$ cat src/rtl/ede_pkg.sv
`default_nettype none
// ----------------------------------------------------------------------------
// ede_pkg
// Shared constants and width helpers for the Elias delta encoder.
// ----------------------------------------------------------------------------
package ede_pkg;

    localparam int IN_WIDTH        = 32;
    localparam int BYTE_BITS       = 8;
    localparam int MSB_W           = $clog2(BYTE_BITS);
    localparam int VB_WIDTH        = 4;
    localparam int OUT_TDATA_W     = 16;
    localparam int VALUE_WIDTH_DEF = 32;

    // Number of input bits that actually take part in the code.
    function automatic int eff_width(input int vw);
        return (vw < IN_WIDTH) ? vw : IN_WIDTH;
    endfunction

    // Width of the bit length of a value, 1 .. eff_width.
    function automatic int len_width(input int vw);
        return $clog2(eff_width(vw) + 1);
    endfunction

    // Longest code: gamma of the length plus the offset bits of the value.
    function automatic int code_bits(input int vw);
        return 2 * (len_width(vw) - 1) + eff_width(vw);
    endfunction

    function automatic int code_bytes(input int vw);
        return (code_bits(vw) + BYTE_BITS - 1) / BYTE_BITS;
    endfunction

endpackage
`default_nettype wire

$ cat src/rtl/ede_front.sv
`default_nettype none
// ----------------------------------------------------------------------------
// ede_front
// Stages one and two: per-byte leading-one detect, then bit length, length
// of the length, and the value with its leading one removed.
// ----------------------------------------------------------------------------
module ede_front import ede_pkg::*; #(
    parameter int  VALUE_WIDTH = VALUE_WIDTH_DEF,
    localparam int W           = eff_width(VALUE_WIDTH),
    localparam int LEN_W       = len_width(VALUE_WIDTH),
    localparam int LOL_W       = $clog2(LEN_W)
) (
    input  wire logic                i_clk,
    input  wire logic                i_rst_n,
    input  wire logic                i_valid,
    output logic                     o_ready,
    input  wire logic [IN_WIDTH-1:0] i_value,
    output logic                     o_valid,
    input  wire logic                i_ready,
    output logic                     o_zero,
    output logic [LEN_W-1:0]         o_len,
    output logic [LOL_W-1:0]         o_lol,
    output logic [W-1:0]             o_off
);

    localparam int LANES = (W + BYTE_BITS - 1) / BYTE_BITS;
    localparam int PW    = LANES * BYTE_BITS;

    logic             w_ready1;
    logic             w_ready2;

    logic             r1_valid;
    logic [PW-1:0]    r1_val;
    logic [PW-1:0]    n1_val;
    logic             r1_nz  [LANES];
    logic             n1_nz  [LANES];
    logic [MSB_W-1:0] r1_msb [LANES];
    logic [MSB_W-1:0] n1_msb [LANES];

    logic             r2_valid;
    logic             r2_zero;
    logic             n2_found;
    logic [LEN_W-1:0] r2_len;
    logic [LEN_W-1:0] n2_len;
    logic [LOL_W-1:0] r2_lol;
    logic [LOL_W-1:0] n2_lol;
    logic [PW-1:0]    r2_off;
    logic [PW-1:0]    n2_off;

    assign w_ready2 = !r2_valid || i_ready;
    assign w_ready1 = !r1_valid || w_ready2;
    assign o_ready  = w_ready1;

    always_comb begin
        n1_val        = '0;
        n1_val[W-1:0] = i_value[W-1:0];
        for (int l = 0; l < LANES; l++) begin
            n1_nz[l]  = |n1_val[l*BYTE_BITS +: BYTE_BITS];
            n1_msb[l] = '0;
            for (int b = 0; b < BYTE_BITS; b++) begin
                if (n1_val[l*BYTE_BITS + b]) begin
                    n1_msb[l] = MSB_W'(b);
                end
            end
        end
    end

    always_ff @(posedge i_clk) begin
        if (!i_rst_n) begin
            r1_valid <= 1'b0;
        end else if (w_ready1) begin
            r1_valid <= i_valid;
        end
    end

    always_ff @(posedge i_clk) begin
        if (w_ready1 && i_valid) begin
            r1_val <= n1_val;
            r1_nz  <= n1_nz;
            r1_msb <= n1_msb;
        end
    end

    // The highest nonzero byte lane sets the length and loses its leading one.
    always_comb begin
        n2_found = 1'b0;
        n2_len   = '0;
        n2_off   = r1_val;
        for (int l = LANES - 1; l >= 0; l--) begin
            if (!n2_found && r1_nz[l]) begin
                n2_found = 1'b1;
                n2_len   = LEN_W'(l * BYTE_BITS + int'(r1_msb[l]) + 1);
                n2_off[l*BYTE_BITS +: BYTE_BITS] = r1_val[l*BYTE_BITS +: BYTE_BITS]
                    & ~(BYTE_BITS'(1) << r1_msb[l]);
            end
        end
        n2_lol = '0;
        for (int b = 0; b < LEN_W; b++) begin
            if (n2_len[b]) begin
                n2_lol = LOL_W'(b);
            end
        end
    end

    always_ff @(posedge i_clk) begin
        if (!i_rst_n) begin
            r2_valid <= 1'b0;
        end else if (w_ready2) begin
            r2_valid <= r1_valid;
        end
    end

    always_ff @(posedge i_clk) begin
        if (w_ready2 && r1_valid) begin
            r2_zero <= !n2_found;
            r2_len  <= n2_len;
            r2_lol  <= n2_lol;
            r2_off  <= n2_off;
        end
    end

    assign o_valid = r2_valid;
    assign o_zero  = r2_zero;
    assign o_len   = r2_len;
    assign o_lol   = r2_lol;
    assign o_off   = r2_off[W-1:0];

endmodule
`default_nettype wire

$ cat src/rtl/ede_pack.sv
`default_nettype none
// ----------------------------------------------------------------------------
// ede_pack
// Stage three: assembles the full code word with its one padding, works
// out the byte count and the fill of the final byte, and flags a zero input.
// ----------------------------------------------------------------------------
module ede_pack import ede_pkg::*; #(
    parameter int  VALUE_WIDTH = VALUE_WIDTH_DEF,
    localparam int W           = eff_width(VALUE_WIDTH),
    localparam int LEN_W       = len_width(VALUE_WIDTH),
    localparam int LOL_W       = $clog2(LEN_W),
    localparam int NB          = code_bytes(VALUE_WIDTH),
    localparam int CB          = NB * BYTE_BITS,
    localparam int CNT_W       = $clog2(NB + 1)
) (
    input  wire logic             i_clk,
    input  wire logic             i_rst_n,
    input  wire logic             i_valid,
    output logic                  o_ready,
    input  wire logic             i_zero,
    input  wire logic [LEN_W-1:0] i_len,
    input  wire logic [LOL_W-1:0] i_lol,
    input  wire logic [W-1:0]     i_off,
    output logic                  o_valid,
    input  wire logic             i_ready,
    output logic [CB-1:0]         o_code,
    output logic [CNT_W-1:0]      o_nbytes,
    output logic [VB_WIDTH-1:0]   o_last_bits,
    output logic                  o_error
);

    localparam int TOT_W = $clog2(CB + 1);

    logic                w_ready;
    logic [CB-1:0]       w_ones;
    logic [CB-1:0]       w_lenf;
    logic [TOT_W-1:0]    w_total;

    logic                r_valid;
    logic [CB-1:0]       r_code;
    logic [CB-1:0]       n_code;
    logic [CNT_W-1:0]    r_nbytes;
    logic [CNT_W-1:0]    n_nbytes;
    logic [VB_WIDTH-1:0] r_last_bits;
    logic [VB_WIDTH-1:0] n_last_bits;
    logic                r_error;
    logic                n_error;

    assign w_ready = !r_valid || i_ready;
    assign o_ready = w_ready;

    // Layout from bit 0: lol ones, a zero, lol low bits of the length,
    // the offset bits of the value, then ones up to the byte boundary.
    always_comb begin
        w_ones  = (CB'(1) << i_lol) - CB'(1);
        w_lenf  = CB'(i_len) & w_ones;
        w_total = TOT_W'(2 * int'(i_lol) + int'(i_len));
        n_code  = w_ones
                | (w_lenf << (int'(i_lol) + 1))
                | (CB'(i_off) << (2 * int'(i_lol) + 1))
                | ({CB{1'b1}} << w_total);
        n_nbytes    = CNT_W'((int'(w_total) + BYTE_BITS - 1) / BYTE_BITS);
        n_last_bits = VB_WIDTH'(((int'(w_total) - 1) % BYTE_BITS) + 1);
        n_error     = 1'b0;
        if (i_zero) begin
            n_code      = '0;
            n_nbytes    = CNT_W'(1);
            n_last_bits = '0;
            n_error     = 1'b1;
        end
    end

    always_ff @(posedge i_clk) begin
        if (!i_rst_n) begin
            r_valid <= 1'b0;
        end else if (w_ready) begin
            r_valid <= i_valid;
        end
    end

    always_ff @(posedge i_clk) begin
        if (w_ready && i_valid) begin
            r_code      <= n_code;
            r_nbytes    <= n_nbytes;
            r_last_bits <= n_last_bits;
            r_error     <= n_error;
        end
    end

    assign o_valid     = r_valid;
    assign o_code      = r_code;
    assign o_nbytes    = r_nbytes;
    assign o_last_bits = r_last_bits;
    assign o_error     = r_error;

endmodule
`default_nettype wire

$ cat src/rtl/ede_serial.sv
`default_nettype none
// ----------------------------------------------------------------------------
// ede_serial
// Output stage: shifts a packed code word out one byte per transaction.
// ----------------------------------------------------------------------------
module ede_serial import ede_pkg::*; #(
    parameter int  VALUE_WIDTH = VALUE_WIDTH_DEF,
    localparam int NB          = code_bytes(VALUE_WIDTH),
    localparam int CB          = NB * BYTE_BITS,
    localparam int CNT_W       = $clog2(NB + 1)
) (
    input  wire logic                i_clk,
    input  wire logic                i_rst_n,
    input  wire logic                i_valid,
    output logic                     o_ready,
    input  wire logic [CB-1:0]       i_code,
    input  wire logic [CNT_W-1:0]    i_nbytes,
    input  wire logic [VB_WIDTH-1:0] i_last_bits,
    input  wire logic                i_error,
    output logic                     o_tvalid,
    input  wire logic                i_tready,
    output logic [OUT_TDATA_W-1:0]   o_tdata,
    output logic                     o_tlast,
    output logic                     o_tuser
);

    logic                w_last;
    logic                w_ready;
    logic [VB_WIDTH-1:0] w_bits;

    logic                r_valid;
    logic [CB-1:0]       r_code;
    logic [CNT_W-1:0]    r_left;
    logic [VB_WIDTH-1:0] r_last_bits;
    logic                r_error;

    assign w_last  = (r_left == CNT_W'(1));
    // A new word loads as the final byte of the current one leaves.
    assign w_ready = !r_valid || (i_tready && w_last);
    assign o_ready = w_ready;

    always_ff @(posedge i_clk) begin
        if (!i_rst_n) begin
            r_valid <= 1'b0;
        end else if (w_ready) begin
            r_valid <= i_valid;
        end
    end

    always_ff @(posedge i_clk) begin
        if (w_ready && i_valid) begin
            r_code      <= i_code;
            r_left      <= i_nbytes;
            r_last_bits <= i_last_bits;
            r_error     <= i_error;
        end else if (r_valid && i_tready) begin
            r_code <= r_code >> BYTE_BITS;
            r_left <= r_left - CNT_W'(1);
        end
    end

    assign w_bits   = w_last ? r_last_bits : VB_WIDTH'(BYTE_BITS);
    assign o_tvalid = r_valid;
    assign o_tdata  = OUT_TDATA_W'({w_bits, r_code[BYTE_BITS-1:0]});
    assign o_tlast  = w_last;
    assign o_tuser  = r_error;

endmodule
`default_nettype wire

$ cat src/rtl/elias_delta_encoder.sv
`default_nettype none
// ----------------------------------------------------------------------------
// elias_delta_encoder
// Encodes each input value as an Elias delta code sent as a byte stream.
//
// The slave channel takes one value per transaction on s_axis_tdata. The
// master channel sends the code one byte per transaction: tdata carries the
// code byte and the count of real code bits in it, tlast marks the final
// byte of a value, tuser flags a zero input (one byte, code and count zero).
// Code bits fill each byte from bit 0; the unused bits of the final byte are
// ones.
// An accepted value passes three pipeline stages and the output shift
// register before its first byte is sent on the master channel.
// Throughput is one byte per cycle while the receiver is ready; the output
// shift register sets it. A value is sent as ceil(code bits / 8) bytes,
// 1 to 6 for 32-bit values. The stages accept a new value every cycle while
// the output keeps up. When the receiver stalls, the current byte holds and
// the stages fill and then hold their data; nothing is dropped or repeated.
// Reset clears all valid flags; no transaction is pending after reset.
// ----------------------------------------------------------------------------
module elias_delta_encoder import ede_pkg::*; #(
    parameter int VALUE_WIDTH = VALUE_WIDTH_DEF
) (
    input  wire logic                   i_clk,
    input  wire logic                   i_rst_n,
    input  wire logic                   i_s_axis_tvalid,
    output logic                        o_s_axis_tready,
    input  wire logic [IN_WIDTH-1:0]    i_s_axis_tdata,   // [31:0] value
    output logic                        o_m_axis_tvalid,
    input  wire logic                   i_m_axis_tready,
    output logic [OUT_TDATA_W-1:0]      o_m_axis_tdata,   // [7:0] code_byte,
                                                          // [11:8] valid_bits
    output logic                        o_m_axis_tlast,   // last_byte
    output logic [0:0]                  o_m_axis_tuser    // [0] error
);

    localparam int W     = eff_width(VALUE_WIDTH);
    localparam int LEN_W = len_width(VALUE_WIDTH);
    localparam int LOL_W = $clog2(LEN_W);
    localparam int NB    = code_bytes(VALUE_WIDTH);
    localparam int CB    = NB * BYTE_BITS;
    localparam int CNT_W = $clog2(NB + 1);

    logic                f_valid;
    logic                f_ready;
    logic                f_zero;
    logic [LEN_W-1:0]    f_len;
    logic [LOL_W-1:0]    f_lol;
    logic [W-1:0]        f_off;

    logic                p_valid;
    logic                p_ready;
    logic [CB-1:0]       p_code;
    logic [CNT_W-1:0]    p_nbytes;
    logic [VB_WIDTH-1:0] p_last_bits;
    logic                p_error;

    ede_front #(
        .VALUE_WIDTH (VALUE_WIDTH)
    ) u_front (
        .i_clk   (i_clk),
        .i_rst_n (i_rst_n),
        .i_valid (i_s_axis_tvalid),
        .o_ready (o_s_axis_tready),
        .i_value (i_s_axis_tdata),
        .o_valid (f_valid),
        .i_ready (f_ready),
        .o_zero  (f_zero),
        .o_len   (f_len),
        .o_lol   (f_lol),
        .o_off   (f_off)
    );

    ede_pack #(
        .VALUE_WIDTH (VALUE_WIDTH)
    ) u_pack (
        .i_clk       (i_clk),
        .i_rst_n     (i_rst_n),
        .i_valid     (f_valid),
        .o_ready     (f_ready),
        .i_zero      (f_zero),
        .i_len       (f_len),
        .i_lol       (f_lol),
        .i_off       (f_off),
        .o_valid     (p_valid),
        .i_ready     (p_ready),
        .o_code      (p_code),
        .o_nbytes    (p_nbytes),
        .o_last_bits (p_last_bits),
        .o_error     (p_error)
    );

    ede_serial #(
        .VALUE_WIDTH (VALUE_WIDTH)
    ) u_serial (
        .i_clk       (i_clk),
        .i_rst_n     (i_rst_n),
        .i_valid     (p_valid),
        .o_ready     (p_ready),
        .i_code      (p_code),
        .i_nbytes    (p_nbytes),
        .i_last_bits (p_last_bits),
        .i_error     (p_error),
        .o_tvalid    (o_m_axis_tvalid),
        .i_tready    (i_m_axis_tready),
        .o_tdata     (o_m_axis_tdata),
        .o_tlast     (o_m_axis_tlast),
        .o_tuser     (o_m_axis_tuser[0])
    );

endmodule
`default_nettype wire
$ cat config.mk
export PLATFORM = sky130hd
export DESIGN_NAME = elias_delta_encoder
export DESIGN_NICKNAME = d
export VERILOG_FILES = /design/src/rtl/ede_pkg.sv /design/src/rtl/ede_front.sv /design/src/rtl/ede_pack.sv /design/src/rtl/ede_serial.sv /design/src/rtl/elias_delta_encoder.sv
export SDC_FILE = /design/constraint.sdc
export NUM_CORES = 1
export LEC_CHECK = 0
export ABC_AREA = 1
export BUFFER_PORTS_ARGS = -buffer_cell sky130_fd_sc_hd__buf_2
export CAP_MARGIN = 30
export CORE_ASPECT_RATIO = 2
export CORE_UTILIZATION = 55
export DETAILED_ROUTE_END_ITERATION = 8
export GPL_TIMING_DRIVEN = 0
export PLACE_DENSITY = 0.76
export SLEW_MARGIN = 20
export SYNTH_ARGS = -nofsm -noshare
export SYNTH_HDL_FRONTEND = slang
export SYNTH_SLANG_ARGS = --single-unit
$ cat constraint.sdc
create_clock -name i_clk -period 4.8 [get_ports i_clk]
set_clock_uncertainty 0.05 [all_clocks]
set_input_delay 0.24 -clock i_clk [delete_from_list [all_inputs] [get_ports i_clk]]
set_output_delay 0.24 -clock i_clk [all_outputs]
set_load 0.02 [all_outputs]
# After elaboration in Yosys (flattened, before gate mapping)
# Index checks and enable logic that the tools add are counted.
classes:
  muxes: 46
  n_addsub: 17
  n_reduce_logical: 37
  shift: 8
  eq_ne: 1
  bitwise: 14
op_table:
  columns: ["op", "n"]
  rows:
  - ["48-bit bitwise OR", 3]
  - ["48-bit 2-to-1 mux", 2]
  - ["6-bit by 48-bit bitwise AND with 48-bit output", 1]
  - ["1-bit by 3-bit left shift with 48-bit output, first input constant", 1]
  - ["32-bit by 32-bit left shift with 48-bit output", 1]
  - ["48-bit by 32-bit left shift with 48-bit output", 1]
  - ["48-bit by 6-bit left shift with 48-bit output, first input constant", 1]
  - ["48-bit by 2-bit subtractor with 48-bit output, second input constant", 1]
  - ["8-bit bitwise AND", 4]
  - ["2-bit 2-to-1 mux", 16]
  - ["8-bit 2-to-1 mux", 4]
  - ["8-bit inverter", 4]
  - ["8-bit OR reduction", 4]
  - ["1-bit by 3-bit left shift with 8-bit output, first input constant", 4]
  - ["6-bit 2-to-1 mux", 4]
  - ["6-bit by 2-bit adder with 6-bit output, second input constant", 3]
  - ["4-bit OR reduction", 4]
  - ["1-bit 2-to-1 mux", 15]
  - ["5-bit by 3-bit adder with 6-bit output, first input constant", 2]
  - ["3-bit 2-to-1 mux", 4]
  - ["2-bit OR reduction", 5]
  - ["1-bit logical AND", 9]
  - ["3-bit by 1-bit adder with 4-bit output, second input constant", 2]
  - ["1-bit zero test", 8]
  - ["other kinds (15)", 20]
totals:
  inputBits: 36
  wordCells: 157
  register_bits: 206
  output_inout_bits: 20

# Longest topological paths before layout
# Gate-level depths: netlist of run 1.
logic_depth:
  word_depth: 14
  ltp_mapped: 19

# By module
# A second synthesis of run 1 with hierarchy kept.
unflattened:
  hier_cells: 1208
  area_unflattened_um2: 11369.7
modules_own_cells:
  columns: ["mod", "area_each_um2", "cells_each", "seq_area_each_um2", "n_inst"]
  rows:
  - ["ede_pack", 4753.3, 645, 1701.6, 1]
  - ["ede_front", 3937.5, 310, 2742.6, 1]
  - ["ede_serial", 2678.8, 253, 1701.6, 1]

# Worst setup path after synthesis of run 1
# No wires, ideal clock.
synth_path:
  kind: "flip-flop to flip-flop"
  start: "reg u_serial.r_valid (netlist: u_serial.o_tvalid)"
  end: "reg u_serial.r_code[0] (enable)"
  path_slack_ps: 180
  stages_incl_launch_ff: 2
  path_buffers: 0
  setup_time_ps: 530
  arrival_ps: 4040
  path_cell_list: "dfxtp_1 o21ai_0"
synth_via:
  elab_chain_len: 4
  word_cells_on_any_way: 5
  cone_classes: "reduce/logical: 5"
synth_lines:
  columns: ["item", "line_no", "text"]
  rows:
  - ["start, declared", "ede_serial.sv:31", "logic r_valid;"]
  - ["start signal, assigned", "ede_serial.sv:46", "r_valid <= i_valid;"]
  - ["1-bit zero test", "ede_serial.sv:39", "assign w_ready = !r_valid || (i_tready && w_last);"]
  - ["1-bit logical OR", "ede_serial.sv:39", null]
  - ["1-bit logical AND", "ede_serial.sv:51", "if (w_ready && i_valid) begin"]
  - ["2-bit nonzero test (no line) (*)", null, null]
  - ["end signal, assigned", "ede_serial.sv:52", "r_code <= i_code;"]
  - ["end signal, assigned", "ede_serial.sv:57", "r_code <= r_code >> BYTE_BITS;"]
  - ["end, declared", "ede_serial.sv:32", "logic [CB-1:0] r_code;"]
# Every way passes the cells marked *; elsewhere a longest branch is shown, timed or not.
# A chain may end at the register's enable or synchronous reset.

# Worst setup path in the final report of run 1
layout_path:
  start: "reg u_front.r2_lol[1] (netlist: u_front.o_lol[1])"
  end: "reg u_pack.r_code[14] (netlist: u_pack.o_code[14]), data pin"
layout_via:
  elab_chain_len: 7
  word_cells_on_any_way: 12
  cone_classes: "add/sub: 4; shift: 4; bitwise: 4"
layout_lines:
  columns: ["item", "line_no", "text"]
  rows:
  - ["start, declared", "ede_front.sv:45", "logic [LOL_W-1:0] r2_lol;"]
  - ["start signal, assigned", "ede_front.sv:117", "r2_lol <= n2_lol;"]
  - ["1-bit by 3-bit left shift with 48-bit output", "ede_pack.sv:55", "w_ones = (CB'(1) << i_lol) - CB'(1);"]
  - ["48-bit by 2-bit subtractor with 48-bit output", "ede_pack.sv:55", null]
  - ["6-bit by 48-bit bitwise AND with 48-bit output", "ede_pack.sv:56", "w_lenf = CB'(i_len) & w_ones;"]
  - ["48-bit by 32-bit left shift with 48-bit output", "ede_pack.sv:59", "| (w_lenf << (int'(i_lol) + 1))"]
  - ["48-bit bitwise OR", "ede_pack.sv:59", null]
  - ["48-bit bitwise OR", "ede_pack.sv:60", "| (CB'(i_off) << (2 * int'(i_lol) + 1))"]
  - ["48-bit bitwise OR (*)", "ede_pack.sv:61", "| ({CB{1'b1}} << w_total);"]
  - ["end signal, assigned", "ede_pack.sv:83", "r_code <= n_code;"]
  - ["end, declared", "ede_pack.sv:40", "logic [CB-1:0] r_code;"]
# Marks and branches as above.

==> metrics.md, run 1 <==
| Metric | Value |
|---|---|
| Status | complete, no violations |
| Clk sinks | 206 |
| Total Power | 4.055 mW |
| Comb power frac | 14.8% |
| Crit path max fanout | 12 |
| Fmax achieved | 235.7 MHz |
| Fin Hold WS | 0.02181 ns |
| Met3 usage | under 10% |
| CTS Buf Count | 19 |
| Crit. End Element | flop |
| First-pass GRT wire length | 47660 um |
| GRT Overall Usage | 32.07% |
| Worst setup path endpoint | u_pack.o_code[14] |
| CTS clock-pin slew for the worst setup and hold paths | roughly 0.070 ns |
| CTS tree | done |
| Internal | 2.981 mW |
| Cell Area, Synth | 11060 sq um |
| Distinct cell type count after synthesis | 45 |
| Hold Vio Cnt, Final | 0 |
| Met1 track utilization from global routing | 27.16% |
| Critical R2R Capture | u_pack.o_code[14] |
| CP startpoint kind | flop |
| Final ANT Viol Nets | 0 |
| Setup bufs post-CTS | 0 |
| Minimum clock period | approximately 4.2 ns |
| Yosys top cell by area | edfxtp_1 |
| Slew @ Worst Pin | 1.031 ns |
| DPL Wire Length | ~25000 um |
| DP Worst Slack | 0.6521 ns |
| Cts repair resizes | 0 |
| Area share of the largest cell type after synthesis | ~55% |
| Register area share after synthesis | 55.58% |
| Hold WC Path Type | input pin to flop |
| Clk pwr share | between 30 and 40% |
| Buffers and inverters on the worst path | 6 |
| Vias in the first global route | slightly below 9000 |
| Routed WL per cell | 19.53 um |
| Drt pass-1 iters | 5 |
| Core area | 19820 sq um |
| Yosys warns | 0 |
| Worst R2R Start | u_front.o_lol[1] |
| Max stage delay cell, worst path | nor2_1 |
| Syn Inst Count | ~1200 |
| Total gr overflow | 0 |
| Die width | 102.3 um |
| Crit-path max cell delay | between 0.7 and 0.8 ns |
| Critical-path cell list | buf_2 -> inv_1 -> buf_1 -> fa_1 -> inv_1 -> nand2_1 -> inv_1 -> nor2_1 -> inv_1 -> o21ai_0 -> nor2_1 -> nor3_1 -> a21oi_1 |
| Synth top area cells | edfxtp_1 55%, nand2_1 11%, inv_1 5.1%, ha_1 4.9%, o21ai_0 3.6% |
| Clk root buf | clkbuf_16 |
| Worst setup startpoint | u_front.o_lol[1] |
| Reg2Reg Setup Slack | about 0.56 ns |
| RSZ-0062 raised after global routing | no |
| Gp weighted congestion | 0.9980 |
| # H-tree levels | 1 |
| FF-to-FF path depth | 13 |
| Critical path data required time | around 5.0 ns |
| DIE AREA | 20710 sq um |
| Diode count | 0 |
| Critical path class | flop to flop |
| Via density | 5.364 |
| Final setup violating endpoints | 0 |
| Hold_buf cts | 33 |
| Initial Util | 55.79% |
| Yosys reg bits | 206 |
| Path length in cells of the critical path | 13 |
| Cell leakage power | 5.455 nW |
| Crit path top cell by count | inv_1 |
| Ratio of total power to cell area | 321.0 nW/um^2 |
| Slew headroom | 31.04% |
| Reg power frac | 51.6% |
| Avg Cell Area, Syn | between 9 and 10 sq um |
| P&R area growth vs syn | 14.25% |
| Arr. time, crit path | between 4 and 5 ns |
| Worst setup margin | 0.5573 ns |
| DRT iter0 DRCs | about 420 |
| Final wirelength | 31270 um |
| Crit-path leading delay family | buffers and inverters |
| Final Max Tran Viols | 0 |
| Initial antenna violation count | 0 |
| IO Count | 56 |
| Layout cells sized above 1 | 10.98% |
| Max VDD drop | 0.3392 mV |
| # DRC | 0 |
| Die Y-Extent | 202.5 um |
| Sw Pwr | 1.074 mW |
| FP Rows | 73 |
| Clk_lat worst skew | 0.51 ns |
| Switching Fraction | 26.49% |
| Met2 Use GR | 62.75% |
| Number of I/O port buffers | 51 |
| Maxcap violations | 0 |
| Vias | 8588 |
| Largest net degree at the start of global routing | 43 |
| Max Root-Sink Buffers | 3 |
| Nets@finish | ~1400 |
| FILL cells | 1698 |
| Fin crit share | 88.39% |
| GRT Max-Usage Layer | met2 |
[cell families (layout without fill, tap and decap cells)]
group / count (synthesis) / after routing / share of synthesized area, %
multiplexers: 6 / 6 / 0.5432
adder cells (fa/ha/maj): 44 / 44 / 5.047
AND/OR/NAND/NOR: 534 / 534 / 19.97
flip-flops: 206 / 206 / 55.58
AO/OA/AOI/OAI: 204 / 204 / 10.35
other: 1 / 4 / 0.03392
XOR/XNOR: 2 / 2 / 0.2264
buffers and inverters: 220 / 339 / 8.238
[worst reg2reg max path, stage by stage, from the launching register on]
cell and delay, ns:
edfxtp_1 0.45, buf_2 0.19, inv_1 0.16, buf_1 0.54
fa_1 0.30, inv_1 0.05, nand2_1 0.07, inv_1 0.04
nor2_1 0.76, inv_1 0.42, o21ai_0 0.53, nor2_1 0.09
nor3_1 0.23, a21oi_1 0.10
[placed cells by master (no fill, tap or decap), drive strengths merged, types with 2 or more instances in the layout]
master       instances
nand2              326
edfxtp             202
inv                157
nor2               102
buf                 91
o21ai               84
nand3               70
a21oi               64
clkbuf              52
ha                  43
dlygate4sd3         33
a31oi               31
nor3                13
nand4               12
a211oi               8
or2                  8
mux2i                6
a21boi               6
clkinv               6
a221oi               4
conb                 4
dfxtp                4
nor4                 2
xnor2                2
[worst min-delay path by stage]
stage                                from                 endpoint  slack [ns]  depth (start not counted)
detailed placement         u_pack.o_error         u_serial.o_tuser        0.36                          0
floorplan               i_s_axis_tdata[0]        u_front.r1_val[0]        0.29                          0
global route              i_s_axis_tvalid         u_front.r1_valid        0.06                          3
global placement    u_pack.o_last_bits[2]  u_serial.r_last_bits[2]        0.35                          0
finish                    i_s_axis_tvalid         u_front.r1_valid        0.02                          3
CTS                       i_s_axis_tvalid         u_front.r1_valid        0.02                          3
[power groups by stage]
stage          logic [mW]  registers (mW)  clock network, mW
2_1_floorplan       0.364            2.12                  0
3_3_place_gp        0.550            2.14                  0
3_5_place_dp        0.563            2.13                  0
4_1_cts             0.586            2.09               1.37
5_1_grt             0.657            2.10               1.44
6_report            0.598            2.09               1.36
[cell type report]
cell class                 instances  area (sq um)  area share, %
clock inverter                     6         38.79         0.3071
timing repair buffer              88         680.7          5.388
sequential                       206          6146          48.65
buffer                            63         321.6          2.546
inverter                         157         589.3          4.665
tap                              262         327.8          2.595
multi-input combinational        794          4030          31.90
clock buffer                      25         498.0          3.942
[synthesized netlist by cell type, drive strengths merged]
cell     number
fa            1
o22ai         1
or2           8
o21ai        84
nand4        12
clkinv        2
o211ai        1
a211oi        8
xnor2         2
a31oi        31
o31ai         1
a221oi        4
clkbuf       27
ha           43
nor4          2
a41oi         1
a21boi        6
and2          1
nor2        102
nand2       326
inv         155
nor3         13
mux2i         6
dfxtp         4
edfxtp      202
a22oi         1
a21oi        64
o221ai        1
o2111ai       1
nand3        70
buf          36
conb          1
[sequential cells by signal (all words and copies together), names as in the netlist]
signal	flops
u_front.r1_msb	12
u_serial.o_tvalid	1
u_pack.o_code	48
u_front.o_valid	1
u_front.r1_nz	4
u_front.r1_valid	1
u_serial.o_tuser	1
u_front.o_zero	1
u_pack.o_nbytes	3
u_front.o_len	6
u_pack.o_valid	1
u_serial.r_code	48
u_front.o_off	32
u_pack.o_error	1
u_serial.r_left	3
u_pack.o_last_bits	4
u_front.o_lol	3
u_serial.r_last_bits	4
u_front.r1_val	32
[routing by layer]
layer	vias to the layer above	wire length, um	part of all wire [%]
met5	-	0	0
met4	0	2959	9.5
met3	138	931	3.0
met2	264	17920	57
met1	3907	9460	30
li1	4279	-	-
[stage by stage]
step	std cells	instance area (sq um)	TNS, ns	util (%)
after floorplan	1220	11070	0	-
after global placement	1533	11650	-48.41	58.78
after detailed placement	1537	11770	0	59.36
after CTS	1601	12630	0	63.73
after global routing	1601	12630	0	63.73
final	1601	12630	0	63.73
No activity file was read; power rests on OpenSTA's default activity.
==> run 2: changes to the inputs <==
--- a/config.mk
+++ b/config.mk
@@ -12,7 +12,7 @@
 export CORE_UTILIZATION = 55
 export DETAILED_ROUTE_END_ITERATION = 8
 export GPL_TIMING_DRIVEN = 0
-export PLACE_DENSITY = 0.76
+export PLACE_DENSITY = 0.73
 export SLEW_MARGIN = 20
 export SYNTH_ARGS = -nofsm -noshare
 export SYNTH_HDL_FRONTEND = slang
==> constraint.sdc (replaced) <==
create_clock -name i_clk -period 4.85 [get_ports i_clk]
set_clock_uncertainty 0.05 [all_clocks]
set_input_delay 0.2425 -clock i_clk [delete_from_list [all_inputs] [get_ports i_clk]]
set_output_delay 0.2425 -clock i_clk [all_outputs]
set_load 0.02 [all_outputs]
==> metrics.md, run 2 (synthesis results as in run 1) <==
| Metric | Value |
|---|---|
| Post-Route Utilization | 64.07% (+0.33 points) |
| Layout cells sized above 1 | 11.26% (+0.28 points) |
| Final wirelength | 31250 um (about the same) |
| Crit. End Element | flop |
| Placed inst area | 11770 sq um (unchanged) |
| Vias in the first global route | 8780 (-0.011%) |
| DP Worst Slack | 0.6986 ns (+0.04648 ns) |
| Drt pass-1 iters | 6 (+1) |
| Crit path top cell by count | inv_1 |
| CTS Buf Count | 19 (unchanged) |
| First-pass GRT wire length | 46940 um (-1.5%) |
| GRT Overall Usage | 31.57% (-0.50 points) |
| Nets@finish | 1409 (unchanged) |
| Fin crit share | 87.62% (-0.77 points) |
| # DRC | 0 (unchanged) |
| Final setup violating endpoints | 0 (unchanged) |
| Switching Fraction | 25.78% (-0.71 points) |
| Critical-path cell list | buf_2 -> inv_1 -> buf_1 -> fa_1 -> inv_1 -> nand2_1 -> inv_1 -> nor2_1 -> inv_1 -> o21ai_0 -> nor2_1 -> nor3_1 -> a21oi_1 |
| Worst setup margin | 0.6002 ns (+0.04291 ns) |
| Diode count | 0 (unchanged) |
| Cts repair resizes | 0 (unchanged) |
| Die Y-Extent | 202.5 um (unchanged) |
| RSZ-0062 raised after global routing | no |
| Clk pwr share | 35.3% (+1.7 points) |
| Initial antenna violation count | 0 (unchanged) |
| Hold Vio Cnt, Final | 0 (unchanged) |
| Crit path max fanout | 12 (unchanged) |
| Total gr overflow | 0 (unchanged) |
| Most common cell after layout, fill and taps aside | nand2_1 |
| Final Max Tran Viols | 0 (unchanged) |
| FP Rows | 73 (unchanged) |
| Vias | 8629 (+0.48%) |
| Slew headroom | 31.59% (+0.55 points) |
| # H-tree levels | 1 (unchanged) |
| Final ANT Viol Nets | 0 (unchanged) |
| Sw Pwr | 1.062 mW (-1.1%) |
| Comb power frac | 14.4% (-0.4 points) |
| Arr. time, crit path | 4.43 ns (about the same) |
| Cell leakage power | 5.489 nW (+0.63%) |
| Buffers and inverters on the worst path | 6 (unchanged) |
| Minimum clock period | 4.250 ns (+0.007088 ns) |
| CP startpoint kind | flop |
| DRT iter0 DRCs | 510 (+22%) |
| Clk sinks | 206 (unchanged) |
| Max stage delay cell, worst path | nor2_1 |
| Critical path class | flop to flop |
| CTS clock-pin slew for the worst setup and hold paths | 0.07 ns (about the same) |
| DIE AREA | 20710 sq um (unchanged) |
| Ratio of total power to cell area | 324.4 nW/um^2 (+1.1%) |
| CTS tree | done |
| Gp weighted congestion | 1.002 (+0.40%) |
| P&R area growth vs syn | 14.85% |
| Clk root buf | clkbuf_16 |
| Via density | 5.383 (+0.35%) |
| DPL Wire Length | 24660 um (-0.22%) |
| Max Root-Sink Buffers | 3 (unchanged) |
| Reg power frac | 50.3% (-1.3 points) |
| Die width | 102.3 um (unchanged) |
| Max VDD drop | 0.3435 mV (+1.3%) |
| Status | complete, no violations |
| Most frequent cells in the layout | 320 x nand2_1, 202 x edfxtp_1, 147 x inv_1, 96 x nor2_1, 78 x o21ai_0 |
| Largest net degree at the start of global routing | 43 (unchanged) |
| Critical path data required time | 5.03 ns (+0.04 ns) |
| Number of I/O port buffers | 51 (unchanged) |
| Clk_lat worst skew | 0.50 ns (about the same) |
| Crit-path max cell delay | 0.76 ns (about the same) |
| Crit-path leading delay family | buffers and inverters |
| Internal | 3.058 mW (+2.6%) |
| Initial Util | 55.79% (unchanged) |
| Core area | 19820 sq um (unchanged) |
| Hold WC Path Type | input pin to flop |
| Maxcap violations | 0 (unchanged) |
| Slew @ Worst Pin | 1.022 ns (-0.008178 ns) |
| Design area | 12700 sq um (+0.52%) |
| Routed WL per cell | 19.50 um (-0.18%) |
| Fmax achieved | 235.3 MHz (-0.17%) |
| IO Count | 56 (unchanged) |
[run 2: worst paths after layout]
| kind | slack [ns] | cells after the start | to | from |
|---|---|---|---|---|
| max | 0.60 | 13 | u_pack.o_code[14] | u_front.o_lol[1] |
| min | 0.03 | 3 | u_front.r1_valid | i_s_axis_tvalid |
| max reg2reg | 0.60 | 13 | u_pack.o_code[14] | u_front.o_lol[1] |
| min reg2reg | 0.37 | 0 | u_serial.r_last_bits[3] | u_pack.o_last_bits[3] |
[run 2: area by class of cell]
type                       instances  area (sq um)
fill                            1674          7122
multi-input combinational        794          4030
clock inverter                     7         61.31
timing repair buffer              88         680.7
tap                              262         327.8
sequential                       206          6146
clock buffer                      26         541.8
buffer                            63         321.6
inverter                         157         589.3
[run 2: per-stage QoR]
stage	instances	power [mW]	hold slack (ns)	TNS [ns]
finish	1603	4.119	0.02958	0
global route	1603	4.264	0.03267	0
CTS	1603	4.121	0.01479	0
detailed placement	1537	2.668	0.3554	0
global placement	1533	2.660	0.3510	-48.02
floorplan	1220	2.461	0.2914	0
[run 2: power groups by stage]
stage	Sequential [mW]	Clock, mW	Combinational [mW]
after floorplan	2.10	0	0.360
after global placement	2.11	0	0.547
after detailed placement	2.11	0	0.560
after CTS	2.07	1.47	0.583
after global routing	2.08	1.54	0.652
final	2.07	1.45	0.595
[run 2: metal layers]
layer | share of wire [%] | vias to the layer above | global-route usage (%)
met1 | 31 | 3956 | 26.66
met2 | 58 | 262 | 62.70
met4 | 8.4 | 0 | 24.54
met3 | 3.2 | 124 | 3.167
li1 | - | 4287 | -
met5 | 0 | - | 0
[run 2: tightest hold or removal path, stage by stage]
cell and delay (ns):
buf_2 0.08, inv_1 0.07, a21oi_1 0.14
[run 2: what timing repair did]
action,CTS,global route
hold endpoints to repair,39,0
hold buffers,33,0
buffers inserted,0,0
